`src/rtl/mspg_pkg.sv`:
```
// Shared package of the Morton stratified point generator.
// Holds the generator constants, reset values, register codes, item structs and
// the PCG32 and bit-gather helper functions. Depends on nothing.
package mspg_pkg;

   localparam int MAX_GRID_ORDER_DEF = 16;
   localparam int CSR_INDEX_W        = 4;
   localparam int COUNT_W            = 33;

   localparam logic [63:0] LCG_MULT          = 64'd6364136223846793005;
   localparam logic [4:0]  RESET_GRID_ORDER  = 5'd10;
   localparam logic [5:0]  RESET_POINT_ORDER = 6'd16;
   localparam logic [63:0] RESET_SEED        = 64'd0;
   localparam logic [63:0] RESET_STREAM      = 64'd12345;

   typedef enum logic [CSR_INDEX_W-1:0] {
      CSR_GRID_ORDER    = 4'd0,
      CSR_POINT_ORDER   = 4'd1,
      CSR_SEED_VALUE    = 4'd2,
      CSR_STREAM_SELECT = 4'd3
   } csr_addr_type;

   // Effective settings, the precomputed reseed state and increment, and the busy flag.
   typedef struct packed {
      logic [4:0]  grid;
      logic [5:0]  points;
      logic [63:0] reseed_state;
      logic [63:0] reseed_inc;
      logic        busy;
   } cfg_view_type;

   // One item between the generator stage and the mapping stage.
   typedef struct packed {
      logic               exhausted;
      logic [4:0]         grid;
      logic [5:0]         points;
      logic [31:0]        rnd;
      logic [COUNT_W-1:0] count;
   } item_type;

   // LCG step: constant multiply plus increment, low 64 bits.
   function automatic logic [63:0] lcg_step(input logic [63:0] state,
                                            input logic [63:0] inc);
      lcg_step = state * LCG_MULT + inc;
   endfunction

   // XSH-RR output of the old state.
   function automatic logic [31:0] pcg_output(input logic [63:0] old);
      logic [63:0] mixed;
      logic [31:0] xs;
      logic [4:0]  rot;
      logic [63:0] both;
      mixed = ((old >> 18) ^ old) >> 27;
      xs    = mixed[31:0];
      rot   = old[63:59];
      both  = {xs, xs} >> rot;
      pcg_output = both[31:0];
   endfunction

   // Even bits of a 32-bit word, packed.
   function automatic logic [15:0] gather_even(input logic [31:0] v);
      logic [15:0] r;
      for (int i = 0; i < 16; i++) begin
         r[i] = v[2*i];
      end
      gather_even = r;
   endfunction

   localparam logic [63:0] RESET_INC   = RESET_STREAM | 64'd1;
   localparam logic [63:0] RESET_STATE =
      lcg_step(lcg_step(64'd0, RESET_INC) + RESET_SEED, RESET_INC);

endpackage

```
`src/rtl/mspg_gen.sv`:
```
// Generator stage: PCG32 state, point counter, restart and exhaustion.
// Depends on mspg_pkg.
module mspg_gen (
   input  logic                   clock,
   input  logic                   reset,
   input  logic                   req_valid,
   output logic                   req_ready,
   input  logic                   req_restart,
   input  mspg_pkg::cfg_view_type cfg,
   input  logic                   stage_ready,
   output logic                   item_valid,
   output mspg_pkg::item_type     item
);
   import mspg_pkg::*;

   logic [63:0]        state_ff, state_in;
   logic [63:0]        inc_ff, inc_in;
   logic [COUNT_W-1:0] count_ff, count_in;
   logic               item_valid_ff, item_valid_in;
   item_type           item_ff, item_in;
   logic [63:0]        cur_state;
   logic [63:0]        cur_inc;
   logic [COUNT_W-1:0] cur_count;
   logic               exhausted;
   logic               accept;

   assign req_ready = (!item_valid_ff || stage_ready) && !cfg.busy;
   assign accept    = req_valid && req_ready;

   assign cur_state = req_restart ? cfg.reseed_state : state_ff;
   assign cur_inc   = req_restart ? cfg.reseed_inc : inc_ff;
   assign cur_count = req_restart ? '0 : count_ff;
   assign exhausted = (cur_count >> cfg.points) != '0;

   always_comb begin
      state_in      = state_ff;
      inc_in        = inc_ff;
      count_in      = count_ff;
      item_in       = item_ff;
      item_valid_in = item_valid_ff && !stage_ready;
      if (accept) begin
         item_valid_in     = 1'b1;
         item_in.exhausted = exhausted;
         item_in.grid      = cfg.grid;
         item_in.points    = cfg.points;
         item_in.rnd       = pcg_output(cur_state);
         item_in.count     = cur_count;
         if (!exhausted) begin
            state_in = lcg_step(cur_state, cur_inc);
            inc_in   = cur_inc;
            count_in = cur_count + COUNT_W'(1);
         end
      end
   end

   always_ff @(posedge clock) begin
      if (reset) begin
         state_ff      <= RESET_STATE;
         inc_ff        <= RESET_INC;
         count_ff      <= '0;
         item_valid_ff <= 1'b0;
      end else begin
         state_ff      <= state_in;
         inc_ff        <= inc_in;
         count_ff      <= count_in;
         item_valid_ff <= item_valid_in;
      end
   end

   always_ff @(posedge clock) begin
      item_ff <= item_in;
   end

   assign item_valid = item_valid_ff;
   assign item       = item_ff;

`ifndef ASSERT_OFF
   a_restart_count: assert property (@(posedge clock) disable iff (reset)
      accept && req_restart |=> count_ff == COUNT_W'(1))
      else $error("counter not at one after restart item");

   a_exhausted_hold: assert property (@(posedge clock) disable iff (reset)
      accept && exhausted |=> $stable(state_ff) && $stable(count_ff))
      else $error("generator moved on exhausted item");
`endif

endmodule

```
`config.mk`:
```
export PLATFORM = sky130hd
export DESIGN_NAME = mspg_gen
export DESIGN_NICKNAME = d
export VERILOG_FILES = /design/src/rtl/mspg_pkg.sv /design/src/rtl/mspg_gen.sv
export SDC_FILE = /design/constraint.sdc
export NUM_CORES = 2
export LEC_CHECK = 0
export ABC_AREA = 1
export BUFFER_PORTS_ARGS = -buffer_cell sky130_fd_sc_hd__buf_2
export CAP_MARGIN = 20
export CORE_MARGIN = 8
export CORE_UTILIZATION = 35
export CTS_BUF_LIST = sky130_fd_sc_hd__clkbuf_8 sky130_fd_sc_hd__clkbuf_16
export DETAILED_ROUTE_END_ITERATION = 10
export MAX_ROUTING_LAYER = met4
export SETUP_SLACK_MARGIN = 0.3
export SLEW_MARGIN = 10
export SYNTH_ARGS = -nofsm -noshare
export SYNTH_HDL_FRONTEND = slang
export SYNTH_SLANG_ARGS = --single-unit
```
`constraint.sdc`:
```
create_clock -name clock -period 12.9 [get_ports clock]
set_clock_uncertainty 0.05 [all_clocks]
set_input_delay 0.645 -clock clock [delete_from_list [all_inputs] [get_ports clock]]
set_output_delay 0.645 -clock clock [all_outputs]
set_load 0.05 [all_outputs]
```
==> results.yml <==
synth:
  synthTopCellsByArea: "fa_1 (38%), ha_1 (15%), inv_1 (11%)"
  synthAdderAreaFrac_pct: 53.47
  synth-compound-area-share_pct: 5.357
  syn_nets: 7545
  ys_seq_area_share_pct: 11.05
  synthXorXnorAreaFrac_pct: 2.230
  ys.flop_type: "dfxtp_1"
  syn_area_um2: 50280
  synth-simple-area-share_pct: 14.38
  synth_edf_count: 77
  yosys.area.top_type: "fa_1"
  async_flop_share_pct: 0
  synth_top_family_by_area: "adder cells"
  yosys_register_bits: 239
  synthMuxAreaShare_pct: 1.035
  yosysUniqueCellTypes: 48
  synth_top_area_share_pct: 38.22
  yosys_warnings: 0
  syn_area_per_cell_um2: 8.629
  synth_cells: 5827
floorplanning:
  die_area_um2: 156100
  initial_core_util_pct: 35.13
  die_height_um: 395.0
  core_area_um2: 143100
  ioPinCount: 224
  die_w_um: 395.0
  row_count: 139
cts:
  numCtsBuffers: 29
  path_clk_slew_ns: 0.09
  htree_levels: 1
  cts-resized-gates: 0
  cts.sinks: 239
  ctsRootBufferMaster: "clkbuf_16"
  clk_latency_ns: 0.63
  tritoncts: "built"
  clockBufferDepth: 3
  hold_buffers: 0
  cts_setup_buffers: 0
placed_design:
  numPortBuffers: 223
  hpwl_um: 162100
  dpl.cell_count: 7859
  gp_congestion: 1.040
sta:
  fin_hold_ws_ns: 0.1458
  final.min_clock_period_ns: 10.96
  fin_crit_sh_pct: 84.94
  finalSetupViolCount: 0
  worst_pin_slew_ns: 1.158
  hold_violations: 0
  slew_violations: 0
  rsz0062_at_grt: "false"
  max-slew-margin-rel_pct: 22.79
  max_freq_ghz: 0.09126
  tns_ns: 0
global_routing:
  grt_overflow: 0
  grt_start_max_net_pins: 104
  grt_use_total_pct: 24.10
  grt_pass1_wl_um: 274300
  first_global_vias: 41470
  antenna_found_initial: 3
finish:
  regArea_um2: 5555
  postLayoutCoreUtil_pct: 38.13
  multi_input_area_um2: 38500
  fin_cells: 7914
  insertedDiodeCount: 0
  nNetsFinal: 7706
  n_fill_cell: 14690
  layout-drive-gt1-share_pct: 6.837
  syn_to_final_growth_pct: 8.535
drt:
  wire_per_inst_um: 23.49
  vias: 39600
  first_pass_iters: 6
  ant_nets: 0
  routed_via_density: 5.004
  drt_iter0_drc: 3380
  wirelength_um: 185900
  drc: 0
run_status:
  status: "finished clean"
critical_path:
  cp.arrival_ns: 11.46
  crit_path_top_delay_cell: "ha_1"
  endpoint_kind: "flip-flop"
  crit_path_max_incr_delay_ns: 0.58
  cp.required_ns: 13.40
  crit_path_max_fanout: 63
  worstSetupPathType: "in -> reg"
  critPathLaunchType: "input port"
  cp_common_cell: "inv_1"
worst_hold_path:
  min_path_type: "in -> reg"
run:
  max_cap_violations: 0
[cells in the mapped netlist, drive strengths merged, types with 18 or more instances]
cell	instances
nor2	335
clkbuf	69
inv	1462
nand3	357
nand2	895
ha	613
o21ai	254
buf	89
or2	48
dfxtp	162
fa	960
xnor2	45
nor3	18
xor2	83
edfxtp	77
mux2i	52
a21oi	201
nand3b	29
[sequential cells by signal (all words and copies together), names as in the netlist]
signal and flops:
count_ff 33, inc_ff 64, item 77, item_valid 1, state_ff 64
[routing by layer]
metal	global-route usage, %	routed length, µm
met2	39.33	88120
met5	-	0
met4	7.086	7003
met3	3.895	12610
met1	30.94	78130
[cells by family after synthesis]
| logic type | Yosys count |
|---|---|
| multiplexers | 52 |
| AND/OR/NAND/NOR | 1708 |
| adder cells (fa/ha/maj) | 1573 |
| XOR/XNOR | 128 |
| AO/OA/AOI/OAI | 507 |
| flip-flops | 239 |
| buffers and inverters | 1620 |
[worst paths after layout]
path | from | end | slack [ns] | cells after the start
max reg2reg | state_ff[24] | state_ff[46] | 2.88 | 34
min reg2reg | state_ff[16] | state_ff[16] | 0.41 | 2
min | cfg[137] | item[73] | 0.15 | 1
max | req_restart | state_ff[46] | 1.94 | 38
[area by class of cell]
class	count	share of cell area [%]
Clock buffer	29	1.330
Clock inverter	25	0.5434
Inverter	1462	10.08
Multi-Input combinational cell	3968	70.54
Sequential cell	239	10.18
Tap cell	1903	4.363
Timing Repair Buffer	288	2.964
[placed cells by master (no fill, tap or decap), types with 12 or more instances in the layout]
cell type	instances
fa_1	960
inv_1	1460
o21ai_1	42
xnor2_1	45
nand3_1	356
nand2_1	893
o21ai_0	201
mux2i_1	52
dfxtp_1	162
clkbuf_16	29
nor3_1	16
buf_4	63
nor2_1	326
nand3b_1	29
a21oi_1	201
buf_2	223
o21bai_1	12
ha_1	613
or2_2	41
xor2_1	83
nand4_1	14
edfxtp_1	77
[metrics by stage]
stage | cell area (µm²) | setup WS, ns
2_1_floorplan | 50280 | 3.666
3_3_place_gp | 53530 | 1.331
3_5_place_dp | 53550 | 1.380
4_1_cts | 54570 | 1.969
5_1_grt | 54570 | 1.589
6_report | 54570 | 1.942
[worst max-delay path: cells and delay by family]
family                   cells  cell delay, ns
AND/OR/NAND/NOR             11            2.33
buffers and inverters       14            2.42
XOR/XNOR                     1            0.21
adder cells (fa/ha/maj)     11            5.52
AO/OA/AOI/OAI                1            0.24
Power is not shown: default switching activity piles up to over one toggle a cycle in this logic, so the estimate is an artifact.
