<file path="src/rtl/mspg_pkg.sv">
// Shared package of the Morton stratified point generator.
// Holds the generator constants, reset values, register codes, item structs and
// the PCG32 and bit-gather helper functions. Depends on nothing.
package mspg_pkg;

   localparam int MAX_GRID_ORDER_DEF = 16;
   localparam int CSR_INDEX_W        = 4;
   localparam int COUNT_W            = 33;

   localparam logic [63:0] LCG_MULT          = 64'd6364136223846793005;
   localparam logic [4:0]  RESET_GRID_ORDER  = 5'd10;
   localparam logic [5:0]  RESET_POINT_ORDER = 6'd16;
   localparam logic [63:0] RESET_SEED        = 64'd0;
   localparam logic [63:0] RESET_STREAM      = 64'd12345;

   typedef enum logic [CSR_INDEX_W-1:0] {
      CSR_GRID_ORDER    = 4'd0,
      CSR_POINT_ORDER   = 4'd1,
      CSR_SEED_VALUE    = 4'd2,
      CSR_STREAM_SELECT = 4'd3
   } csr_addr_type;

   // Effective settings, the precomputed reseed state and increment, and the busy flag.
   typedef struct packed {
      logic [4:0]  grid;
      logic [5:0]  points;
      logic [63:0] reseed_state;
      logic [63:0] reseed_inc;
      logic        busy;
   } cfg_view_type;

   // One item between the generator stage and the mapping stage.
   typedef struct packed {
      logic               exhausted;
      logic [4:0]         grid;
      logic [5:0]         points;
      logic [31:0]        rnd;
      logic [COUNT_W-1:0] count;
   } item_type;

   // LCG step: constant multiply plus increment, low 64 bits.
   function automatic logic [63:0] lcg_step(input logic [63:0] state,
                                            input logic [63:0] inc);
      lcg_step = state * LCG_MULT + inc;
   endfunction

   // XSH-RR output of the old state.
   function automatic logic [31:0] pcg_output(input logic [63:0] old);
      logic [63:0] mixed;
      logic [31:0] xs;
      logic [4:0]  rot;
      logic [63:0] both;
      mixed = ((old >> 18) ^ old) >> 27;
      xs    = mixed[31:0];
      rot   = old[63:59];
      both  = {xs, xs} >> rot;
      pcg_output = both[31:0];
   endfunction

   // Even bits of a 32-bit word, packed.
   function automatic logic [15:0] gather_even(input logic [31:0] v);
      logic [15:0] r;
      for (int i = 0; i < 16; i++) begin
         r[i] = v[2*i];
      end
      gather_even = r;
   endfunction

   localparam logic [63:0] RESET_INC   = RESET_STREAM | 64'd1;
   localparam logic [63:0] RESET_STATE =
      lcg_step(lcg_step(64'd0, RESET_INC) + RESET_SEED, RESET_INC);

endpackage

</file>
<file path="src/rtl/mspg_map.sv">
// Mapping stage: Morton code build, de-interleave, bitmap index, result register.
// Depends on mspg_pkg.
module mspg_map (
   input  logic               clock,
   input  logic               reset,
   input  logic               item_valid,
   input  mspg_pkg::item_type item,
   output logic               stage_ready,
   output logic               rsp_valid,
   input  logic               rsp_ready,
   output logic [95:0]        rsp_data,
   output logic               rsp_last,
   output logic               rsp_exhausted
);
   import mspg_pkg::*;

   logic               rsp_valid_ff, rsp_valid_in;
   logic [95:0]        rsp_data_ff, rsp_data_in;
   logic               rsp_last_ff, rsp_last_in;
   logic               rsp_exh_ff, rsp_exh_in;
   logic [5:0]         shift;
   logic [31:0]        mask;
   logic [COUNT_W-1:0] cnt_sh;
   logic [31:0]        code;
   logic [15:0]        x_coord;
   logic [15:0]        y_coord;
   logic [31:0]        bit_index;
   logic [COUNT_W-1:0] last_count;

   assign stage_ready = !rsp_valid_ff || rsp_ready;

   always_comb begin
      shift      = {item.grid, 1'b0} - item.points;
      mask       = (32'd1 << shift[4:0]) - 32'd1;
      cnt_sh     = item.count << shift;
      code       = (item.rnd & mask) | cnt_sh[31:0];
      x_coord    = gather_even(code);
      y_coord    = gather_even({1'b0, code[31:1]});
      bit_index  = ({16'd0, x_coord} << item.grid) + {16'd0, y_coord};
      last_count = (COUNT_W'(1) << item.points) - COUNT_W'(1);

      rsp_valid_in = rsp_valid_ff && !rsp_ready;
      rsp_data_in  = rsp_data_ff;
      rsp_last_in  = rsp_last_ff;
      rsp_exh_in   = rsp_exh_ff;
      if (item_valid && stage_ready) begin
         rsp_valid_in = 1'b1;
         rsp_exh_in   = item.exhausted;
         if (item.exhausted) begin
            rsp_data_in = '0;
            rsp_last_in = 1'b0;
         end else begin
            rsp_data_in = {item.count[31:0], bit_index, y_coord, x_coord};
            rsp_last_in = (item.count == last_count);
         end
      end
   end

   always_ff @(posedge clock) begin
      if (reset) begin
         rsp_valid_ff <= 1'b0;
      end else begin
         rsp_valid_ff <= rsp_valid_in;
      end
   end

   always_ff @(posedge clock) begin
      rsp_data_ff <= rsp_data_in;
      rsp_last_ff <= rsp_last_in;
      rsp_exh_ff  <= rsp_exh_in;
   end

   assign rsp_valid     = rsp_valid_ff;
   assign rsp_data      = rsp_data_ff;
   assign rsp_last      = rsp_last_ff;
   assign rsp_exhausted = rsp_exh_ff;

`ifndef ASSERT_OFF
   a_exhausted_zero: assert property (@(posedge clock) disable iff (reset)
      rsp_valid_ff && rsp_exh_ff |-> rsp_data_ff == '0 && !rsp_last_ff)
      else $error("exhausted item carries data");
`endif

endmodule

</file>
<file path="config.mk">
export PLATFORM = sky130hd
export DESIGN_NAME = mspg_map
export DESIGN_NICKNAME = d
export VERILOG_FILES = /design/src/rtl/mspg_pkg.sv /design/src/rtl/mspg_map.sv
export SDC_FILE = /design/constraint.sdc
export NUM_CORES = 1
export LEC_CHECK = 0
export BUFFER_PORTS_ARGS = -buffer_cell sky130_fd_sc_hd__buf_2
export CAP_MARGIN = 20
export CORE_MARGIN = 2
export CORE_UTILIZATION = 51
export CTS_CLUSTER_DIAMETER = 60
export DETAILED_ROUTE_END_ITERATION = 10
export PLACE_DENSITY = 0.74
export SLEW_MARGIN = 20
export SYNTH_ARGS = -nofsm -noshare
export SYNTH_HDL_FRONTEND = slang
export SYNTH_SLANG_ARGS = --single-unit
</file>
<file path="constraint.sdc">
create_clock -name clock -period 19.2 [get_ports clock]
set_input_delay 1.92 -clock clock [delete_from_list [all_inputs] [get_ports clock]]
set_output_delay 1.92 -clock clock [all_outputs]
set_load 0.01 [all_outputs]
</file>
==> results.cfg <==
[power]
combPwrFrac = 0.513
power.leakage_nw = 4.58
pwr-share-seq = 0.291
power.switching_mw = 0.388
switching_share = 0.417
vdd_ir_drop_max_uv = 47.2
clkPwrFrac = 0.195
p_per_area_mw_per_mm2 = 79.6
intPower_mw = 0.543

[floorplanning]
die_w_um = 147
rows = 52
num_io_pins = 181
initial_core_util = 0.519
dieArea_mm2 = 0.0217
core-area_mm2 = 0.0202
die_h_um = 147

[drt]
first_iter_violations = 1334
drt_wl_total_um = 35400
drt-wirelength-per-cell_um = 21.9
vias = 10700
antenna_left = 0
firstDrtPassIters = 6
drc = 0
viasPerCell = 6.63

[placed_design]
place_congestion = 0.965
dpl.hpwl_um = 26900
port-buffer-count = 180

[timing]
finalSetupViolCount = 0
rsz0062_at_grt = false
tns_ns = 0
slew_violations = 0
min_period_over_period = 0.550
fmax_ghz = 0.0947
hold_viol = 0
worst_slew_pin_slew_ns = 0.887
maxSlewHeadroom = 0.409
fin_skew_ns = 0.00993
period_needed_ns = 10.56

[synthesis]
synth_most_common_cell = nor2_1
synthDistinctLibCells = 98
synth_edf_count = 98
postSynthAreaPerCell_um2 = 8.51
syn_inst = 1230
synth.area.top_cells = edfxtp_1 28%, mux4_2 6.0%, nor2_1 4.7%
synth.cell_area_mm2 = 0.0105
synthTopCellsByCount = 131 x nor2_1, 116 x nand2_1, 98 x edfxtp_1, 78 x o21ai_0, 73 x a21oi_1
synthDominantCellAreaShare = 0.281
synth-seq-cells = 99
synth_top_cell_by_area = edfxtp_1
async_reset_ff_frac = 0
synth_flop_cell = edfxtp_1
ys_warn_count = 0
synth_nets = 1339
ys_seq_area_frac = 0.283

[global_routing]
grt_first_pass_wirelength_um = 55200
first_global_vias = 9704
track_usage = 0.325
antenna_found_initial = 0
overflow = 0
grt_max_degree = 84

[cells_and_area]
diodes = 0
fin_nets = 1449
layout-drive-gt1-share = 0.219
area_growth_pct = 11.8
fillCellCount = 1858
fin_util = 0.580

[setup_path]
worstSetupStartpointType = input pin
path_class = in2reg
cpMaxStageDelayCell = fa_1
reg2regPathDepth = 3
cp-end-kind = register
worst-path-max-fanout = 28
max_stage_delay_ns = 0.74
crit_start = item[71]
rr_startpoint = rsp_valid
rrSetupSlack_ns = 17.23
worst_ep_arrival_time_ns = 10.67
cp_data_required_time_ns = 19.31

[clocking]
cts_tree = yes
cts_buffer_depth = 2
clock_latency_ns = 0.35
cts_resized = 0
cts.sinks = 99
cts_root_buf = clkbuf_16
clk_pin_slew_ns = 0.07
cts_hold_buf = 0
cts_setup_buffers = 0
cts_max_level = 3
numCtsBuffers = 9

[min_path]
hold_path_depth = 2
min_from = rsp_valid
worst_hold_path_type = reg2reg

[job]
maxCapViolCount = 0

[outcome]
outcome = finished, final reports clean
==> path summary, 6_finish.rpt <==
path,to
worst min register to register,rsp_valid
worst max register to register,rsp_data[63]
worst min-delay path,rsp_valid
worst max-delay path,rsp_data[59]
==> flip-flops by register name, summed over array words and instances, names as in the netlist <==
name / cells
rsp_data: 96
rsp_valid: 1
rsp_exhausted: 1
rsp_last: 1
==> logic make-up after synthesis <==
group | synth area share
AOI/OAI and AO/OA | 0.237
buffers and inverters | 0.0497
xor gates and xnor gates | 0.0474
adders and majority gates | 0.0349
muxes | 0.113
DFF | 0.283
and+or+nand+nor | 0.234
==> critical path: cells and delay by family <==
kind / cells / cell delay, ns
AO/OA/AOI/OAI: 11 / 3.15
buffers and inverters: 4 / 1.50
multiplexers: 2 / 0.64
XOR/XNOR: 1 / 0.16
AND/OR/NAND/NOR: 10 / 1.88
adder cells (fa/ha/maj): 3 / 1.43
==> metrics by stage <==
| step | hold slack, ns | total power, mW | cell area, um^2 | setup slack, ns | cells |
|---|---|---|---|---|---|
| detailed placement | 0.513 | 0.739 | 11400 | 8.43 | 1599 |
| global route | 0.560 | 0.980 | 11700 | 7.76 | 1615 |
| finish | 0.522 | 0.931 | 11700 | 8.64 | 1615 |
| CTS | 0.522 | 0.921 | 11700 | 8.77 | 1615 |
| floorplan | 0.593 | 0.613 | 10500 | 9.39 | 1230 |
| global placement | 0.500 | 0.735 | 11400 | 8.56 | 1599 |
==> routing by layer <==
metal	vias up	global-route usage	wire length, um
met1	5065	0.475	15200
met5	-	0	0
met3	79	0.0528	3430
met2	669	0.501	15800
met4	0	0.0923	1000
li1	4899	-	-
==> cell type report <==
cell class / count / area, um^2 / area share
repair buffers: 191 / 983 / 0.0841
clock inverters: 5 / 62.6 / 0.00535
inverters: 31 / 116 / 0.00995
flip-flops and latches: 99 / 2960 / 0.253
well taps: 270 / 338 / 0.0289
multi-input cells: 1008 / 7000 / 0.599
clock buffers: 11 / 233 / 0.0199
==> power by group through the flow <==
stage               Clock [mW]  Combinational [mW]  Sequential, mW
finish                   0.182               0.478           0.271
global route             0.193               0.514           0.273
CTS                      0.185               0.465           0.272
detailed placement           0               0.463           0.276
global placement             0               0.459           0.276
floorplan                    0               0.323           0.290
==> layout by cell type (no fill, tap or decap), drive strengths merged, types with 14 or more instances in the layout <==
| cell | instances |
|---|---|
| a31oi | 18 |
| and3 | 15 |
| nand3 | 36 |
| xor2 | 16 |
| nor2 | 133 |
| xnor2 | 35 |
| nand4 | 14 |
| o21ai | 79 |
| mux4 | 31 |
| and2 | 34 |
| mux2i | 21 |
| edfxtp | 98 |
| buf | 191 |
| ha | 26 |
| mux2 | 23 |
| a211oi | 15 |
| nor4 | 20 |
| nor2b | 38 |
| nand2 | 116 |
| a21oi | 73 |
| o31ai | 14 |
| nor3 | 67 |
| inv | 30 |
Note: power is estimated with default switching activity, not from simulation.
