--- src/rtl/mspg_pkg.sv ---
// Shared package of the Morton stratified point generator.
// Holds the generator constants, reset values, register codes, item structs and
// the PCG32 and bit-gather helper functions. Depends on nothing.
package mspg_pkg;

   localparam int MAX_GRID_ORDER_DEF = 16;
   localparam int CSR_INDEX_W        = 4;
   localparam int COUNT_W            = 33;

   localparam logic [63:0] LCG_MULT          = 64'd6364136223846793005;
   localparam logic [4:0]  RESET_GRID_ORDER  = 5'd10;
   localparam logic [5:0]  RESET_POINT_ORDER = 6'd16;
   localparam logic [63:0] RESET_SEED        = 64'd0;
   localparam logic [63:0] RESET_STREAM      = 64'd12345;

   typedef enum logic [CSR_INDEX_W-1:0] {
      CSR_GRID_ORDER    = 4'd0,
      CSR_POINT_ORDER   = 4'd1,
      CSR_SEED_VALUE    = 4'd2,
      CSR_STREAM_SELECT = 4'd3
   } csr_addr_type;

   // Effective settings, the precomputed reseed state and increment, and the busy flag.
   typedef struct packed {
      logic [4:0]  grid;
      logic [5:0]  points;
      logic [63:0] reseed_state;
      logic [63:0] reseed_inc;
      logic        busy;
   } cfg_view_type;

   // One item between the generator stage and the mapping stage.
   typedef struct packed {
      logic               exhausted;
      logic [4:0]         grid;
      logic [5:0]         points;
      logic [31:0]        rnd;
      logic [COUNT_W-1:0] count;
   } item_type;

   // LCG step: constant multiply plus increment, low 64 bits.
   function automatic logic [63:0] lcg_step(input logic [63:0] state,
                                            input logic [63:0] inc);
      lcg_step = state * LCG_MULT + inc;
   endfunction

   // XSH-RR output of the old state.
   function automatic logic [31:0] pcg_output(input logic [63:0] old);
      logic [63:0] mixed;
      logic [31:0] xs;
      logic [4:0]  rot;
      logic [63:0] both;
      mixed = ((old >> 18) ^ old) >> 27;
      xs    = mixed[31:0];
      rot   = old[63:59];
      both  = {xs, xs} >> rot;
      pcg_output = both[31:0];
   endfunction

   // Even bits of a 32-bit word, packed.
   function automatic logic [15:0] gather_even(input logic [31:0] v);
      logic [15:0] r;
      for (int i = 0; i < 16; i++) begin
         r[i] = v[2*i];
      end
      gather_even = r;
   endfunction

   localparam logic [63:0] RESET_INC   = RESET_STREAM | 64'd1;
   localparam logic [63:0] RESET_STATE =
      lcg_step(lcg_step(64'd0, RESET_INC) + RESET_SEED, RESET_INC);

endpackage

--- src/rtl/mspg_cfg.sv ---
// Configuration registers, order clamping and reseed precompute.
// Depends on mspg_pkg.
module mspg_cfg #(
   parameter int MAX_GRID_ORDER = mspg_pkg::MAX_GRID_ORDER_DEF
) (
   input  logic                             clock,
   input  logic                             reset,
   input  logic                             csr_valid,
   output logic                             csr_ready,
   input  logic [mspg_pkg::CSR_INDEX_W-1:0] csr_index,
   input  logic [63:0]                      csr_data,
   output mspg_pkg::cfg_view_type           cfg
);
   import mspg_pkg::*;

   logic [4:0]  grid_ff, grid_in;
   logic [5:0]  point_ff, point_in;
   logic [63:0] seed_ff, seed_in;
   logic [63:0] stream_ff, stream_in;
   logic [1:0]  busy_ff, busy_in;
   logic [63:0] base_ff, base_in;
   logic [63:0] reseed_ff, reseed_in;
   logic [63:0] inc_cfg;
   logic [4:0]  grid_eff;
   logic [5:0]  point_lo;
   logic [5:0]  point_cap;
   logic        csr_fire;

   assign csr_ready = 1'b1;
   assign csr_fire  = csr_valid && csr_ready;
   assign inc_cfg   = stream_ff | 64'd1;

   always_comb begin
      grid_in   = grid_ff;
      point_in  = point_ff;
      seed_in   = seed_ff;
      stream_in = stream_ff;
      busy_in   = (busy_ff != 2'd0) ? busy_ff - 2'd1 : 2'd0;
      if (csr_fire) begin
         case (csr_index)
            CSR_GRID_ORDER:  grid_in  = csr_data[4:0];
            CSR_POINT_ORDER: point_in = csr_data[5:0];
            CSR_SEED_VALUE: begin
               seed_in = csr_data;
               busy_in = 2'd2;
            end
            CSR_STREAM_SELECT: begin
               stream_in = csr_data;
               busy_in   = 2'd2;
            end
            default: ;
         endcase
      end
      base_in   = inc_cfg + seed_ff;
      reseed_in = lcg_step(base_ff, inc_cfg);
   end

   always_ff @(posedge clock) begin
      if (reset) begin
         grid_ff   <= RESET_GRID_ORDER;
         point_ff  <= RESET_POINT_ORDER;
         seed_ff   <= RESET_SEED;
         stream_ff <= RESET_STREAM;
         busy_ff   <= 2'd2;
      end else begin
         grid_ff   <= grid_in;
         point_ff  <= point_in;
         seed_ff   <= seed_in;
         stream_ff <= stream_in;
         busy_ff   <= busy_in;
      end
   end

   always_ff @(posedge clock) begin
      base_ff   <= base_in;
      reseed_ff <= reseed_in;
   end

   always_comb begin
      if (grid_ff == 5'd0) begin
         grid_eff = 5'd1;
      end else if (grid_ff > 5'(MAX_GRID_ORDER)) begin
         grid_eff = 5'(MAX_GRID_ORDER);
      end else begin
         grid_eff = grid_ff;
      end
      point_lo  = (point_ff == 6'd0) ? 6'd1 : point_ff;
      point_cap = {grid_eff, 1'b0};
   end

   assign cfg.grid         = grid_eff;
   assign cfg.points       = (point_lo > point_cap) ? point_cap : point_lo;
   assign cfg.reseed_state = reseed_ff;
   assign cfg.reseed_inc   = inc_cfg;
   assign cfg.busy         = (busy_ff != 2'd0);

`ifndef ASSERT_OFF
   a_seed_write_busy: assert property (@(posedge clock) disable iff (reset)
      csr_fire && (csr_index == CSR_SEED_VALUE || csr_index == CSR_STREAM_SELECT)
      |=> cfg.busy ##1 cfg.busy)
      else $error("reseed precompute not held busy after seed write");
`endif

endmodule

--- config.mk ---
export PLATFORM = sky130hd
export DESIGN_NAME = mspg_cfg
export DESIGN_NICKNAME = d
export VERILOG_FILES = /design/src/rtl/mspg_pkg.sv /design/src/rtl/mspg_cfg.sv
export SDC_FILE = /design/constraint.sdc
export NUM_CORES = 2
export LEC_CHECK = 0
export BUFFER_PORTS_ARGS = -buffer_cell sky130_fd_sc_hd__buf_2
export CAP_MARGIN = 20
export CELL_PAD_IN_SITES_DETAIL_PLACEMENT = 1
export CELL_PAD_IN_SITES_GLOBAL_PLACEMENT = 2
export CORE_UTILIZATION = 46
export DETAILED_ROUTE_END_ITERATION = 8
export GPL_TIMING_DRIVEN = 0
export MAX_ROUTING_LAYER = met4
export PLACE_DENSITY_LB_ADDON = 0.1
export RECOVER_POWER = 25
export SETUP_SLACK_MARGIN = 0.4
export SYNTH_ARGS = -nofsm -noshare
export SYNTH_HDL_FRONTEND = slang
export SYNTH_SLANG_ARGS = --single-unit
--- constraint.sdc ---
create_clock -name clock -period 19.65 [get_ports clock]
set_clock_uncertainty 0.1 [all_clocks]
set_input_delay 0.9825 -clock clock [delete_from_list [all_inputs] [get_ports clock]]
set_output_delay 0.9825 -clock clock [all_outputs]
set_load 0.03 [all_outputs]
==> flow_summary.yaml <==
finish:
  final_area_sq_um: 50000
  final_cells: 6167
  final_layout_size_suffix_gt1_share_pct: 4.98
  number_of_fill_cells_in_the_layout: 11200
  postLayoutCoreUtil_pct: 50.7
  syn_to_final_growth_pct: 8.95
  nets: 6559
clock_tree:
  clock_buffers_created_by_tritoncts: 35
  cts_hold_buffers: 0
  clk_latency_ns: 0.61
  cts.root.buffer_cell: "clkbuf_16"
  htreeDepth: 2
  cts.sink_count: 268
  cts_tree: "built"
  postCtsSetupRepairBufs: 0
  clkTransAtPathRegs_ns: 0.06
  postCtsResizedCells: 0
  cts_max_path_buffers: 3
critical_path:
  crit_slowest_cell: "dfxtp_1"
  rr_startpoint: "base_ff[16]"
  worstRegToRegCells: 34
  critPathKind: "flop to flop"
  max_stage_delay_ns: 1.03
  data_arrival_time_at_the_worst_slack_endpoint_ns: 11.64
  critPathMaxFanout: 11
  worstSetupEndpointType: "flop"
  timing.critical_path.required_ns: 20.02
  worst-r2r-setup-slack_ns: 8.37
  worstReg2RegEnd: "reseed_ff[62]"
  setup.worst_path.start_class: "flop"
placement:
  place_area_sq_um: 48900
  rd_place_congestion: 0.957
  port_buffers: 207
  placed_cells_incl_taps: 6098
  detailedPlacementHpwl_mm: 144
job:
  max_cap_violations: 1
logic_synthesis:
  synth_seq_area_share_pct: 11.7
  synth.area.mux_share_pct: 0.273
  asyncSetResetFlopFracSynth_pct: 0
  synth.area.top_cells: "fa_1, ha_1, dfxtp_1"
  syn_area_sq_um: 45900
  cell_type_contributing_the_most_total_cell_area_after_synthesis: "fa_1"
  fraction_of_synthesized_cell_area_in_xor_and_xnor_cells_pct: 3.59
  synth_enable_flop_cells: 0
  synthDistinctLibCells: 73
  yosys_register_bits: 268
  yosys_most_used_dff: "dfxtp_1"
  synth_top_area_share_pct: 41.9
  synth_warnings: 0
  synth_commonest_cells: "inv_1, fa_1, ha_1"
  synthAdderAreaFrac_pct: 60.4
  syn_area_per_cell_sq_um: 10.0
  post_synth_and_or_nand_nor_area_fraction_pct: 5.53
  netlist_instances: 4588
  main_combinational_cell_family_by_area_after_synthesis: "adder cells"
  synth_compound_gate_area_share_pct: 7.25
  library_cell_with_the_highest_instance_count_after_synthesis: "inv_1"
detailed_routing:
  number_of_search_and_repair_iterations_in_the_first_detailed_routing_pass: 4
  post_drt_wl_per_cell_um: 25.9
  detail_route.drc_violations: 0
  route.final.wire_length_mm: 160
  postRouteAntennaNets: 0
  detail_route.vias_per_cell: 5.22
  detailedRoute.firstIterationViolations: 1884
  detailroute.via_count: 32200
worst_hold_path:
  timing.hold.worst_path_depth: 2
  min-delay-path-class: "flop to flop"
  holdPathEnd: "seed_ff[61]"
  hp-start: "seed_ff[61]"
grt:
  globalRoute.totalOverflow: 0
  grt_use_total_pct: 33.7
  initial_antenna_violation_count: 4
  grt_start_max_net_pins: 19
  grt_pass1_vias: 36500
  first_pass_grt_wire_length_mm: 237
die:
  die_x_um: 318
  effective_utilization_at_floorplan_pct: 46.5
  row_count: 115
  core_area_sq_um: 98600
  die-height_um: 318
  floorplan.die_area_sq_um: 101000
  io_pins: 212
timing:
  rsz0062_at_grt: "false"
  finalCriticalPeriod_ns: 11.28
  min_period_over_period_pct: 57.4
  fin_tns_setup_ns: 0
  timing.max_slew.rel_slack_pct: -42.4
  setup-violations-final: 0
  max_freq_ghz: 0.0887
  worst_tran_pin_value_ns: 2.14
  finalHoldViolations: 0
  drv_slew: 18
status:
  failed_checks: "max-capacitance violations, max-slew violations"
  outcome: "complete, but fails checks"
## per-layer routing
metal  track usage [%]  up-vias  share of wire, %
li1                  -    14500                 -
met1              43.7    16600                43
met2              53.1      847                47
met3              7.27      193               6.8
met4              9.31        0               2.9
met5                 -        -                 0
## logic make-up after synthesis
| group | Yosys count |
|---|---|
| compound gates | 536 |
| other cells | 1 |
| xor+xnor | 188 |
| fa+ha+maj | 1639 |
| buf+inv | 1369 |
| mux | 12 |
| simple gates | 575 |
| flops | 268 |
## worst max-delay path by stage
stage                startpoint             to  slack [ns]  depth (start not counted)
floorplan           base_ff[16]  reseed_ff[62]       11.16                         34
global placement    base_ff[17]  reseed_ff[61]        8.30                         32
detailed placement  base_ff[17]  reseed_ff[62]        8.48                         34
CTS                 base_ff[17]  reseed_ff[62]        8.40                         34
global route        base_ff[16]  reseed_ff[62]        7.92                         34
finish              base_ff[16]  reseed_ff[62]        8.37                         34
## layout by cell type, fill, tap and decap left out, drive strengths merged, types with 12 or more instances in the layout
cell	count
xnor2	140
clkbuf	197
nand2b	22
nand3	28
fa	961
nor2b	23
inv	1289
a21o	79
o21bai	20
nor2	73
ha	678
clkinv	13
dfxtp	268
nor3	17
and2	12
a31oi	13
a21oi	258
o21ai	74
nand2	339
nand4	21
and3	16
xor2	48
buf	155
o21a	14
## cell type report
| class | count | area (sq um) | area share [%] |
|---|---|---|---|
| repair buffers | 223 | 1290 | 2.58 |
| multi-input cells | 2952 | 35400 | 70.8 |
| flip-flops and latches | 268 | 5370 | 10.7 |
| inverters | 1286 | 4830 | 9.66 |
| clock inverters | 18 | 178 | 0.355 |
| plain buffers | 83 | 322 | 0.643 |
| well taps | 1287 | 1610 | 3.22 |
| diodes | 4 | 10.0 | 0.0200 |
| clock buffers | 46 | 1010 | 2.02 |
## sequential cells by signal, summed over array words and instances, names as in the netlist
register	count
stream_ff	63
grid_ff	5
base_ff	64
seed_ff	64
busy_ff	2
reseed_ff	64
point_ff	6
## through the flow
step	hold slack [ns]	setup WS [ns]
detailed placement	0.348	8.48
CTS	0.357	8.40
floorplan	0.312	11.16
global placement	0.329	8.30
global route	0.374	7.92
finish	0.357	8.37
## worst max-delay path, delay by kind of cell (launching register included)
| family | cells | cell delay (ns) |
|---|---|---|
| AOI/OAI and AO/OA | 9 | 2.81 |
| xor gates and xnor gates | 1 | 0.13 |
| DFF | 1 | 1.03 |
| buffers and inverters | 11 | 1.14 |
| and+or+nand+nor | 2 | 0.40 |
| adders and majority gates | 11 | 5.46 |
Power is not shown: default switching activity piles up to over one toggle a cycle in this logic, so the estimate is an artifact.
